==> src/rtl/cuba_lif_pkg.sv <==
package cuba_lif_pkg;

  localparam int DATA_WIDTH_DEF = 32;
  localparam int FRAC_BITS_DEF  = 16;
  localparam int DECAY_BITS     = 16;
  localparam int DIGIT_BITS     = 16;

  localparam int SAMPLE_W   = 32;
  localparam int OUT_W      = 32;
  localparam int CFG_IDX_W  = 3;
  localparam int CFG_DATA_W = 32;
  localparam int THR_W      = 31;

  typedef enum logic [CFG_IDX_W-1:0] {
    CFG_SYN_DECAY = 3'd0,
    CFG_MEM_DECAY = 3'd1,
    CFG_IN_WEIGHT = 3'd2,
    CFG_MEM_RES   = 3'd3,
    CFG_LEAK_POT  = 3'd4,
    CFG_FIRE_THR  = 3'd5,
    CFG_RESET_POT = 3'd6,
    CFG_SUB_MODE  = 3'd7
  } cfg_idx_e;

  localparam logic [DECAY_BITS-1:0] SYN_DECAY_RST = 16'd58982;
  localparam logic [DECAY_BITS-1:0] MEM_DECAY_RST = 16'd58982;
  localparam logic [31:0]           IN_WEIGHT_RST = 32'd65536;
  localparam logic [31:0]           MEM_RES_RST   = 32'd65536;
  localparam logic [31:0]           LEAK_POT_RST  = 32'd0;
  localparam logic [THR_W-1:0]      FIRE_THR_RST  = 31'd65536;
  localparam logic [31:0]           RESET_POT_RST = 32'd0;
  localparam logic                  SUB_MODE_RST  = 1'b0;

  // Request to the shared multiplier.
  typedef struct packed {
    logic start;
    logic neg;
    logic frac_shift;
  } mul_ctl_t;

endpackage

==> src/rtl/cuba_lif_mul.sv <==
module cuba_lif_mul #(
  parameter int DATA_WIDTH = cuba_lif_pkg::DATA_WIDTH_DEF,
  parameter int FRAC_BITS  = cuba_lif_pkg::FRAC_BITS_DEF,
  localparam int MagW      = (DATA_WIDTH > 32) ? DATA_WIDTH : 32
) (
  input  logic                         clk_i,
  input  logic                         rst_ni,
  input  cuba_lif_pkg::mul_ctl_t       ctl_i,
  input  logic [MagW-1:0]              a_mag_i,
  input  logic [MagW-1:0]              b_mag_i,
  output logic                         done_o,
  output logic signed [DATA_WIDTH-1:0] term_o
);

  localparam int DigW   = cuba_lif_pkg::DIGIT_BITS;
  localparam int DigLog = $clog2(DigW);
  localparam int PW     = 2 * MagW;
  localparam int PartW  = MagW + DigW;
  localparam int NDig   = (MagW + DigW - 1) / DigW;
  localparam int KW     = $clog2(NDig);
  localparam int ShW    = KW + DigLog;

  localparam logic [PW:0] LimPos = {{(PW + 2 - DATA_WIDTH){1'b0}}, {(DATA_WIDTH-1){1'b1}}};
  localparam logic [PW:0] LimNeg = LimPos + 1'b1;
  localparam logic [PW:0] RndDec = (PW+1)'(1) << (cuba_lif_pkg::DECAY_BITS - 1);
  localparam logic [PW:0] RndVal = (PW+1)'(1) << (FRAC_BITS - 1);

  logic                  run_q, rnd_q, done_q;
  logic [KW-1:0]         k_q;
  logic [MagW-1:0]       a_q, b_q, b_next;
  logic [PW-1:0]         acc_q, part_sh;
  logic [PartW-1:0]      part;
  logic [ShW-1:0]        shamt;
  logic                  neg_q, frac_q;
  logic [PW:0]           rsum, shifted, lim, mag;
  logic [DATA_WIDTH-1:0] mag_lo, term_d;
  logic [DATA_WIDTH-1:0] term_q;

  // One 16-bit digit of b per cycle against the full a magnitude.
  always_comb begin
    part    = a_q * b_q[DigW-1:0];
    shamt   = {k_q, {DigLog{1'b0}}};
    part_sh = PW'(part) << shamt;
    b_next  = b_q >> DigW;
  end

  // Round half away from zero on the magnitude, clamp, then apply the sign.
  always_comb begin
    rsum    = {1'b0, acc_q} + (frac_q ? RndVal : RndDec);
    shifted = frac_q ? (rsum >> FRAC_BITS) : (rsum >> cuba_lif_pkg::DECAY_BITS);
    lim     = neg_q ? LimNeg : LimPos;
    mag     = (shifted > lim) ? lim : shifted;
    mag_lo  = mag[DATA_WIDTH-1:0];
    term_d  = neg_q ? (~mag_lo + 1'b1) : mag_lo;
  end

  always_ff @(posedge clk_i or negedge rst_ni) begin
    if (!rst_ni) begin
      run_q  <= 1'b0;
      rnd_q  <= 1'b0;
      done_q <= 1'b0;
      k_q    <= '0;
    end else begin
      done_q <= 1'b0;
      if (ctl_i.start) begin
        run_q <= 1'b1;
        rnd_q <= 1'b0;
        k_q   <= '0;
      end else if (run_q) begin
        k_q <= k_q + 1'b1;
        if (b_next == '0) begin
          run_q <= 1'b0;
          rnd_q <= 1'b1;
        end
      end else if (rnd_q) begin
        rnd_q  <= 1'b0;
        done_q <= 1'b1;
      end
    end
  end

  always_ff @(posedge clk_i) begin
    if (ctl_i.start) begin
      a_q    <= a_mag_i;
      b_q    <= b_mag_i;
      acc_q  <= '0;
      neg_q  <= ctl_i.neg;
      frac_q <= ctl_i.frac_shift;
    end else if (run_q) begin
      acc_q <= acc_q + part_sh;
      b_q   <= b_next;
    end else if (rnd_q) begin
      term_q <= term_d;
    end
  end

  assign done_o = done_q;
  assign term_o = term_q;

endmodule

==> src/rtl/cuba_lif_neuron_step.sv <==
// A new input word is taken only while the sequencer is idle, which it reaches again as
//   the previous result word is loaded; the single digit-serial multiplier carries all
//   six products of a step one after another.
// Reset: current and membrane clear to zero, registers load their default values,
//   no result is pending and the input side is ready.
module cuba_lif_neuron_step #(
  parameter int DATA_WIDTH = cuba_lif_pkg::DATA_WIDTH_DEF,
  parameter int FRAC_BITS  = cuba_lif_pkg::FRAC_BITS_DEF
) (
  input  logic                                  clk_i,
  input  logic                                  rst_ni,
  // input stream
  input  logic                                  s_axis_tvalid,
  output logic                                  s_axis_tready,
  input  logic [cuba_lif_pkg::SAMPLE_W-1:0]     s_axis_tdata,  // [31:0] in_sample
  // result stream
  output logic                                  m_axis_tvalid,
  input  logic                                  m_axis_tready,
  output logic [2*cuba_lif_pkg::OUT_W-1:0]      m_axis_tdata,  // [31:0] cur_out, [63:32] vm_out
  output logic                                  m_axis_tuser,  // [0] spike
  // register write channel
  input  logic                                  cfg_valid_i,
  output logic                                  cfg_ready_o,
  input  logic [cuba_lif_pkg::CFG_IDX_W-1:0]    cfg_index_i,
  input  logic [cuba_lif_pkg::CFG_DATA_W-1:0]   cfg_data_i
);

  localparam int MagW = (DATA_WIDTH > 32) ? DATA_WIDTH : 32;  // operand magnitude width
  localparam int TW   = MagW + 2;                             // wide signed work width
  localparam int SW   = DATA_WIDTH + 2;                       // sum of up to three terms
  localparam int DW   = cuba_lif_pkg::DECAY_BITS;

  localparam logic signed [TW-1:0] SatMax =
    {{(TW - DATA_WIDTH + 1){1'b0}}, {(DATA_WIDTH-1){1'b1}}};
  localparam logic signed [TW-1:0] SatMin = ~SatMax;

  // Sequencer states.
  localparam logic [1:0] S_IDLE = 2'd0;
  localparam logic [1:0] S_MUL  = 2'd1;
  localparam logic [1:0] S_SAT  = 2'd2;
  localparam logic [1:0] S_FIRE = 2'd3;

  // Product order: both current terms, the two membrane terms that do not need the
  // new current, then the drive term, then resistance times drive.
  localparam logic [2:0] OP_SYN   = 3'd0;  // syn_current * syn_decay
  localparam logic [2:0] OP_IN    = 3'd1;  // in_weight * in_sample
  localparam logic [2:0] OP_MEM   = 3'd2;  // membrane * mem_decay
  localparam logic [2:0] OP_LEAK  = 3'd3;  // leak_potential * (1 - mem_decay)
  localparam logic [2:0] OP_DRIVE = 3'd4;  // new current * (1 - mem_decay)
  localparam logic [2:0] OP_RES   = 3'd5;  // mem_resistance * drive

  function automatic logic signed [DATA_WIDTH-1:0] sat_dw(input logic signed [TW-1:0] x);
    if (x > SatMax) return SatMax[DATA_WIDTH-1:0];
    if (x < SatMin) return SatMin[DATA_WIDTH-1:0];
    return x[DATA_WIDTH-1:0];
  endfunction

  function automatic logic [MagW-1:0] mag_of(input logic signed [MagW-1:0] v);
    return v[MagW-1] ? (~v + 1'b1) : v;
  endfunction

  // Configuration registers.
  logic [DW-1:0]                        syn_decay_q, mem_decay_q;
  logic signed [31:0]                   in_weight_q, mem_res_q, leak_pot_q, reset_pot_q;
  logic [cuba_lif_pkg::THR_W-1:0]       fire_thr_q;
  logic                                 sub_mode_q;
  logic [DW:0]                          omd;

  // Sequencer and neuron state.
  logic [1:0]                           state_q, state_d;
  logic [2:0]                           op_q, op_d;
  logic signed [DATA_WIDTH-1:0]         syn_current_q, membrane_q;
  logic signed [31:0]                   sample_q;
  logic signed [SW-1:0]                 sum_cur_q, sum_mem_q;
  logic signed [DATA_WIDTH-1:0]         cur_q, mem_q;

  // Shared multiplier.
  cuba_lif_pkg::mul_ctl_t               mul_ctl;
  logic                                 mul_start;
  logic signed [MagW-1:0]               opa, opb;
  logic                                 mul_done;
  logic signed [DATA_WIDTH-1:0]         mul_term;

  // Firing and the result register.
  logic                                 s_accept, out_free;
  logic signed [DATA_WIDTH-1:0]         thr_sat, rp_sat, vm_new;
  logic                                 fired;
  logic signed [MagW-1:0]               cur_ext, vm_ext;
  logic                                 out_valid_q, out_spike_q;
  logic [2*cuba_lif_pkg::OUT_W-1:0]     out_data_q;

  assign s_axis_tready = (state_q == S_IDLE);
  assign s_accept      = s_axis_tvalid && s_axis_tready;
  assign out_free      = !out_valid_q || m_axis_tready;
  assign cfg_ready_o   = 1'b1;

  // 1 - mem_decay as an unsigned Q1.16 value in 1..65536.
  assign omd = (DW+1)'(1 << DW) - (DW+1)'(mem_decay_q);

  // Register writes are taken at any time; software writes only while idle.
  always_ff @(posedge clk_i or negedge rst_ni) begin
    if (!rst_ni) begin
      syn_decay_q <= cuba_lif_pkg::SYN_DECAY_RST;
      mem_decay_q <= cuba_lif_pkg::MEM_DECAY_RST;
      in_weight_q <= cuba_lif_pkg::IN_WEIGHT_RST;
      mem_res_q   <= cuba_lif_pkg::MEM_RES_RST;
      leak_pot_q  <= cuba_lif_pkg::LEAK_POT_RST;
      fire_thr_q  <= cuba_lif_pkg::FIRE_THR_RST;
      reset_pot_q <= cuba_lif_pkg::RESET_POT_RST;
      sub_mode_q  <= cuba_lif_pkg::SUB_MODE_RST;
    end else if (cfg_valid_i) begin
      unique case (cuba_lif_pkg::cfg_idx_e'(cfg_index_i))
        cuba_lif_pkg::CFG_SYN_DECAY: syn_decay_q <= cfg_data_i[DW-1:0];
        cuba_lif_pkg::CFG_MEM_DECAY: mem_decay_q <= cfg_data_i[DW-1:0];
        cuba_lif_pkg::CFG_IN_WEIGHT: in_weight_q <= cfg_data_i;
        cuba_lif_pkg::CFG_MEM_RES:   mem_res_q   <= cfg_data_i;
        cuba_lif_pkg::CFG_LEAK_POT:  leak_pot_q  <= cfg_data_i;
        cuba_lif_pkg::CFG_FIRE_THR:  fire_thr_q  <= cfg_data_i[cuba_lif_pkg::THR_W-1:0];
        cuba_lif_pkg::CFG_RESET_POT: reset_pot_q <= cfg_data_i;
        cuba_lif_pkg::CFG_SUB_MODE:  sub_mode_q  <= cfg_data_i[0];
        default: ;
      endcase
    end
  end

  // Sequencer: start a product on accept and on each finished product, until the
  // resistance term is in; then saturate the membrane and fire.
  always_comb begin
    state_d   = state_q;
    op_d      = op_q;
    mul_start = 1'b0;
    unique case (state_q)
      S_IDLE: begin
        if (s_axis_tvalid) begin
          mul_start = 1'b1;
          op_d      = OP_SYN;
          state_d   = S_MUL;
        end
      end
      S_MUL: begin
        if (mul_done) begin
          if (op_q == OP_RES) begin
            state_d = S_SAT;
          end else begin
            mul_start = 1'b1;
            op_d      = op_q + 3'd1;
          end
        end
      end
      S_SAT: state_d = S_FIRE;
      S_FIRE: begin
        if (out_free) state_d = S_IDLE;
      end
      default: state_d = S_IDLE;
    endcase
  end

  // Operands of the product being started. Magnitudes go to the multiplier, the
  // sign travels alongside.
  always_comb begin
    case (op_d)
      OP_SYN: begin
        opa = MagW'(syn_current_q);
        opb = MagW'(syn_decay_q);
      end
      OP_IN: begin
        opa = MagW'(in_weight_q);
        opb = MagW'(sample_q);
      end
      OP_MEM: begin
        opa = MagW'(membrane_q);
        opb = MagW'(mem_decay_q);
      end
      OP_LEAK: begin
        opa = MagW'(leak_pot_q);
        opb = MagW'(omd);
      end
      OP_DRIVE: begin
        opa = MagW'(cur_q);
        opb = MagW'(omd);
      end
      OP_RES: begin
        opa = MagW'(mem_res_q);
        opb = MagW'(mul_term);
      end
      default: begin
        opa = '0;
        opb = '0;
      end
    endcase
    mul_ctl.start      = mul_start;
    mul_ctl.neg        = opa[MagW-1] ^ opb[MagW-1];
    mul_ctl.frac_shift = (op_d == OP_IN) || (op_d == OP_RES);
  end

  // The sample is latched at accept, so the multiplier sees it for the input product
  // while the upstream side is already free.
  cuba_lif_mul #(
    .DATA_WIDTH (DATA_WIDTH),
    .FRAC_BITS  (FRAC_BITS)
  ) u_mul (
    .clk_i   (clk_i),
    .rst_ni  (rst_ni),
    .ctl_i   (mul_ctl),
    .a_mag_i (mag_of(opa)),
    .b_mag_i (mag_of(opb)),
    .done_o  (mul_done),
    .term_o  (mul_term)
  );

  always_ff @(posedge clk_i or negedge rst_ni) begin
    if (!rst_ni) begin
      state_q <= S_IDLE;
      op_q    <= OP_SYN;
    end else begin
      state_q <= state_d;
      op_q    <= op_d;
    end
  end

  // Accumulate the rounded terms. The new current is saturated one product later,
  // well before the drive product needs it.
  always_ff @(posedge clk_i) begin
    if (s_accept) sample_q <= s_axis_tdata;
    if (state_q == S_MUL && mul_done) begin
      case (op_q)
        OP_SYN:  sum_cur_q <= SW'(mul_term);
        OP_IN:   sum_cur_q <= sum_cur_q + SW'(mul_term);
        OP_MEM: begin
          sum_mem_q <= SW'(mul_term);
          cur_q     <= sat_dw(TW'(sum_cur_q));
        end
        OP_LEAK: sum_mem_q <= sum_mem_q + SW'(mul_term);
        OP_RES:  sum_mem_q <= sum_mem_q + SW'(mul_term);
        default: ;
      endcase
    end
    if (state_q == S_SAT) mem_q <= sat_dw(TW'(sum_mem_q));
  end

  // Strict compare against the threshold; on a spike either drop to the reset value
  // or subtract the threshold (the difference is positive then and cannot overflow).
  always_comb begin
    thr_sat = sat_dw(TW'(fire_thr_q));
    rp_sat  = sat_dw(TW'(reset_pot_q));
    fired   = mem_q > thr_sat;
    if (!fired)          vm_new = mem_q;
    else if (sub_mode_q) vm_new = mem_q - thr_sat;
    else                 vm_new = rp_sat;
    cur_ext = MagW'(cur_q);
    vm_ext  = MagW'(vm_new);
  end

  // Commit the step and load the result register once it is free.
  always_ff @(posedge clk_i or negedge rst_ni) begin
    if (!rst_ni) begin
      syn_current_q <= '0;
      membrane_q    <= '0;
      out_valid_q   <= 1'b0;
    end else begin
      if (out_valid_q && m_axis_tready) out_valid_q <= 1'b0;
      if (state_q == S_FIRE && out_free) begin
        syn_current_q <= cur_q;
        membrane_q    <= vm_new;
        out_valid_q   <= 1'b1;
      end
    end
  end

  always_ff @(posedge clk_i) begin
    if (state_q == S_FIRE && out_free) begin
      out_spike_q <= fired;
      out_data_q  <= {vm_ext[cuba_lif_pkg::OUT_W-1:0], cur_ext[cuba_lif_pkg::OUT_W-1:0]};
    end
  end

  assign m_axis_tvalid = out_valid_q;
  assign m_axis_tdata  = out_data_q;
  assign m_axis_tuser  = out_spike_q;

endmodule

==> config.mk <==
export PLATFORM = sky130hd
export DESIGN_NAME = cuba_lif_neuron_step
export DESIGN_NICKNAME = d
export VERILOG_FILES = /design/src/rtl/cuba_lif_pkg.sv /design/src/rtl/cuba_lif_mul.sv /design/src/rtl/cuba_lif_neuron_step.sv
export SDC_FILE = /design/constraint.sdc
export NUM_CORES = 2
export LEC_CHECK = 0
export BUFFER_PORTS_ARGS = -buffer_cell sky130_fd_sc_hd__clkbuf_2
export CAP_MARGIN = 40
export CORE_ASPECT_RATIO = 0.6
export CORE_UTILIZATION = 34
export CTS_BUF_LIST = sky130_fd_sc_hd__clkbuf_8 sky130_fd_sc_hd__clkbuf_16
export CTS_CLUSTER_SIZE = 10
export DETAILED_ROUTE_END_ITERATION = 12
export PLACE_DENSITY = 0.6
export SLEW_MARGIN = 5
export SYNTH_ARGS = -nofsm -noshare
export SYNTH_HDL_FRONTEND = slang
export SYNTH_HIERARCHICAL = 1
export SYNTH_SLANG_ARGS = --single-unit
==> constraint.sdc <==
create_clock -name clk_i -period 21 [get_ports clk_i]
set_input_delay 2.1 -clock clk_i [delete_from_list [all_inputs] [get_ports clk_i]]
set_output_delay 2.1 -clock clk_i [all_outputs]
set_load 0.05 [all_outputs]
==> impl_table.tex <==
\begin{tabular}{lr}
\hline
Metric & Value \\
\hline
\multicolumn{2}{l}{\textbf{Clock network}} \\
TritonCTS buffer count & 78 \\
Post-CTS Hold Fix Bufs & 0 \\
PostCTS Resize Cnt & 0 \\
H-tree levels & 3 \\
Maximum clock insertion buffer count & 3 \\
CTS clock-pin slew for the worst setup and hold paths & 0.06 ns \\
Post CTS Setup Buffer Count & 0 \\
Clock tree root driver cell & clkbuf\_16 \\
Clock latency of the later-clocked register in the worst-skew pair & 0.69 ns \\
Number of sinks driven by the clock tree & 656 \\
Clock tree from TritonCTS & done \\
\multicolumn{2}{l}{\textbf{Placement}} \\
Weighted congestion at the end of routability-driven global placement & 0.9774 \\
Number of buffers added on ports & 138 \\
HPWL after detailed placement & 153.7 mm \\
Instance area after placement & 60,430 µm² \\
\multicolumn{2}{l}{\textbf{Layout}} \\
Post-synthesis to final-layout area growth & 9.963\% \\
Final instance area & 62,860 µm² \\
Multi-input gate area in the final layout & 36,040 µm² \\
Most common cell after layout, fill and taps aside & nand2\_1 \\
Most frequent cells in the layout & nand2\_1, inv\_1, fa\_1, nor2\_1, edfxtp\_1 \\
Post-layout net count & 6,874 \\
Share of cells above drive strength 1 & 0.1234 \\
Number of filler cells placed in the layout & 16.59k \\
FF/Latch Area & 17,750 µm² \\
\multicolumn{2}{l}{\textbf{Setup path}} \\
Required arrival time at the worst endpoint & 21.55 ns \\
Worst R2R End & u\_mul/acc\_q[63]\$\_SDFFE\_PP0P\_ \\
Type of the setup path with the least slack & register to register \\
Crit Path Max Fanout & 17 \\
Worst r2r src & u\_mul/a\_q[4]\$\_DFFE\_PP\_ \\
Crit path max-delay cell type & fa\_1 \\
Longest individual stage delay on the worst path & 0.69 ns \\
Crit start category & register \\
Register-to-register path setup slack & 10.46 ns \\
Data arrival time of the worst path & 11.09 ns \\
Cell count of the worst reg-to-reg path & 35 \\
Capturing element type of the critical path & register \\
Most frequent CP cell & fa\_1 \\
\multicolumn{2}{l}{\textbf{Logic synthesis}} \\
Fraction of the mapped netlist area in compound gates & 0.1253 \\
Dominant combinational cell family by area after synthesis & adder cells \\
Simple-gate portion of the synthesized area & 0.1628 \\
Cell taking the most area after synthesis & edfxtp\_1 \\
Share of synthesized registers carrying an async set or reset & 0.4055 \\
Post-Synth Adder-Cell Area & 0.2189 \\
Distinct cells, synth & 113 \\
Dominant cells by area after synthesis & edfxtp\_1, fa\_1, dfrtp\_1 \\
Register bit count reported by yosys & 656 \\
Portion of netlist area occupied by mux cells & 0.07525 \\
Proportion of synthesized chip area in sequential cells & 0.3106 \\
Synthesized Nets & 6,848 \\
Top flip-flop cell by instance count after synthesis & edfxtp\_1 \\
Cell area after technology mapping & 57,160 µm² \\
Share of the synthesized area in the top cell type & 0.1712 \\
Mapped Cells & 6,029 \\
Number of synthesized flops with an enable pin & 326 \\
Synthesized area per cell & 9.482 µm² \\
Fraction of synthesized cell area in xor and xnor cells & 0.04581 \\
Syn. warnings & 6 \\
\multicolumn{2}{l}{\textbf{Floorplanning}} \\
Die width & 531.4 µm \\
Rows & 116 \\
Top Ports & 140 \\
Die boundary height & 319.6 µm \\
Starting Density & 0.3428 \\
Core box area & 166,800 µm² \\
Die area & 169,800 µm² \\
\multicolumn{2}{l}{\textbf{Status}} \\
Status & finished, final reports clean \\
\multicolumn{2}{l}{\textbf{Detailed routing}} \\
First-pass iteration count of the detailed router & 8 \\
Wire length per cell & 23.90 µm \\
Routed wire length & 200.0 mm \\
Number of vias in the routed layout & 46.17k \\
Iteration-0 DRC count of the detailed router & 5,129 \\
Count of antenna-violating nets left after detailed routing & 0 \\
Total DRC errors in the routed layout & 0 \\
Via count normalized by instance count & 5.518 \\
\multicolumn{2}{l}{\textbf{STA}} \\
Achievable Freq & 94.85 MHz \\
Summed negative setup slack over all endpoints & 0 ns \\
Minimum clock period after layout & 10.54 ns \\
Final setup violation count & 0 \\
Final-report max-slew violation count & 0 \\
Worst-case headroom to the max-slew limit & 0.2621 \\
Transition time of the tightest slew-check pin & 1.107 ns \\
Clock tree skew after final layout & 0.03412 ns \\
Setup repair after global routing missed its margin & false \\
Final hold violations & 0 \\
Crit share post-route & 0.5021 \\
\multicolumn{2}{l}{\textbf{Global route}} \\
Pin count of the biggest net entering global routing & 158 \\
Via count of the first global-routing pass & 44.30k \\
Total grt overflow & 0 \\
Wire length of the first global-routing pass & 296.4 mm \\
Aggregate global-route resource usage & 0.2331 \\
Initial antenna violation count & 8 \\
\multicolumn{2}{l}{\textbf{Worst hold path}} \\
Hold crit path type & register to register \\
WHS Endpoint & syn\_current\_q[10]\$\_DFFE\_PN0P\_ \\
Hold Startpoint & syn\_current\_q[10]\$\_DFFE\_PN0P\_ \\
Number of cells on the worst hold path & 2 \\
\multicolumn{2}{l}{\textbf{Job}} \\
Max-Cap Viols & 0 \\
\hline
\end{tabular}
## cells by family (layout without fill, tap and decap cells)
logic type	after synthesis	after routing
AOI/OAI and AO/OA	1109	1109
xor gates and xnor gates	296	296
adders and majority gates	747	747
buffers and inverters	902	993
DFF	656	656
muxes	381	381
other	1	6
and+or+nand+nor	1937	1937
## layer usage
metal	wire length, µm	global-route usage
met2	70470	0.2793
met5	13	0
met4	3084	0.04043
met3	32430	0.1227
met1	94000	0.3565
## cells in the mapped netlist, types with 13 or more instances
cell and number:
edfxtp_1 326, o21bai_1 37, o21ai_0 247, fa_1 422, nor2_1 358, nand2_1 807
mux2i_1 75, nor3_1 69, inv_1 604, nand2b_1 35, xnor2_1 182, nor3b_1 14
o211ai_1 18, a211oi_1 54, nor4_1 27, a221oi_1 22, buf_2 36, o31ai_1 34
a31oi_1 54, or2_2 13, o21a_1 28, a22oi_1 17, buf_1 16, xor2_1 112
nand4_1 42, and2_1 259, ha_1 325, nand3_1 128, and3_1 40, or3_1 28
dfrtp_1 245, mux2_2 296, nor2b_1 36, and4_1 16, a21oi_1 305, dfxtp_1 64
a21o_1 127, clkbuf_1 227, dfstp_2 21
## layout make-up
type | count | share of cell area
antenna | 5 | 0.0001990
clock buffer | 83 | 0.03250
clock inverter | 62 | 0.005036
inverter | 608 | 0.03639
multi-input combinational | 4471 | 0.5733
sequential | 656 | 0.2824
tap | 2242 | 0.04463
timing repair buffer | 240 | 0.02548
## how the worst max path moves through the flow
stage / start / endpoint / slack (ns) / depth (start not counted)
floorplan: u_mul/a_q[3]$_DFFE_PP_ / u_mul/acc_q[62]$_SDFFE_PP0P_ / 12.05 / 37
global placement: u_mul/b_q[5]$_DFFE_PP_ / u_mul/acc_q[55]$_SDFFE_PP0P_ / 10.61 / 35
detailed placement: u_mul/a_q[4]$_DFFE_PP_ / u_mul/acc_q[55]$_SDFFE_PP0P_ / 10.88 / 35
CTS: u_mul/a_q[4]$_DFFE_PP_ / u_mul/acc_q[63]$_SDFFE_PP0P_ / 10.85 / 35
global route: u_mul/a_q[4]$_DFFE_PP_ / u_mul/acc_q[63]$_SDFFE_PP0P_ / 9.93 / 35
finish: u_mul/a_q[4]$_DFFE_PP_ / u_mul/acc_q[63]$_SDFFE_PP0P_ / 10.46 / 35
## stage by stage
stage            util  hold WS, ns  worst slack, ns  cells
6_report       0.3769       0.4745            10.46   8367
3_5_place_dp   0.3623       0.4600            10.88   8208
5_1_grt        0.3769       0.4907            9.931   8362
4_1_cts        0.3765       0.4732            10.85   8353
3_3_place_gp   0.3604       0.4467            10.61   8182
2_1_floorplan       -       0.4315            12.05   6029
## state kept, by name, summed over array words and instances (netlist names), 34 cells and up
signal,count
m_axis_tdata,64
u_mul/acc_q,64
sum_cur_q,34
sum_mem_q,34
## worst max-delay path, delay by kind of cell (launching register included)
family                   cells  cell delay [ns]
buffers and inverters        4             0.26
AND/OR/NAND/NOR              6             1.07
XOR/XNOR                     3             0.73
multiplexers                 1             0.40
flip-flops                   1             0.68
AO/OA/AOI/OAI               13             3.33
adder cells (fa/ha/maj)      8             3.98
Power is left out: the tool's default activity adds up to more than one toggle a clock period on the data nets, which glitch-free logic cannot reach.
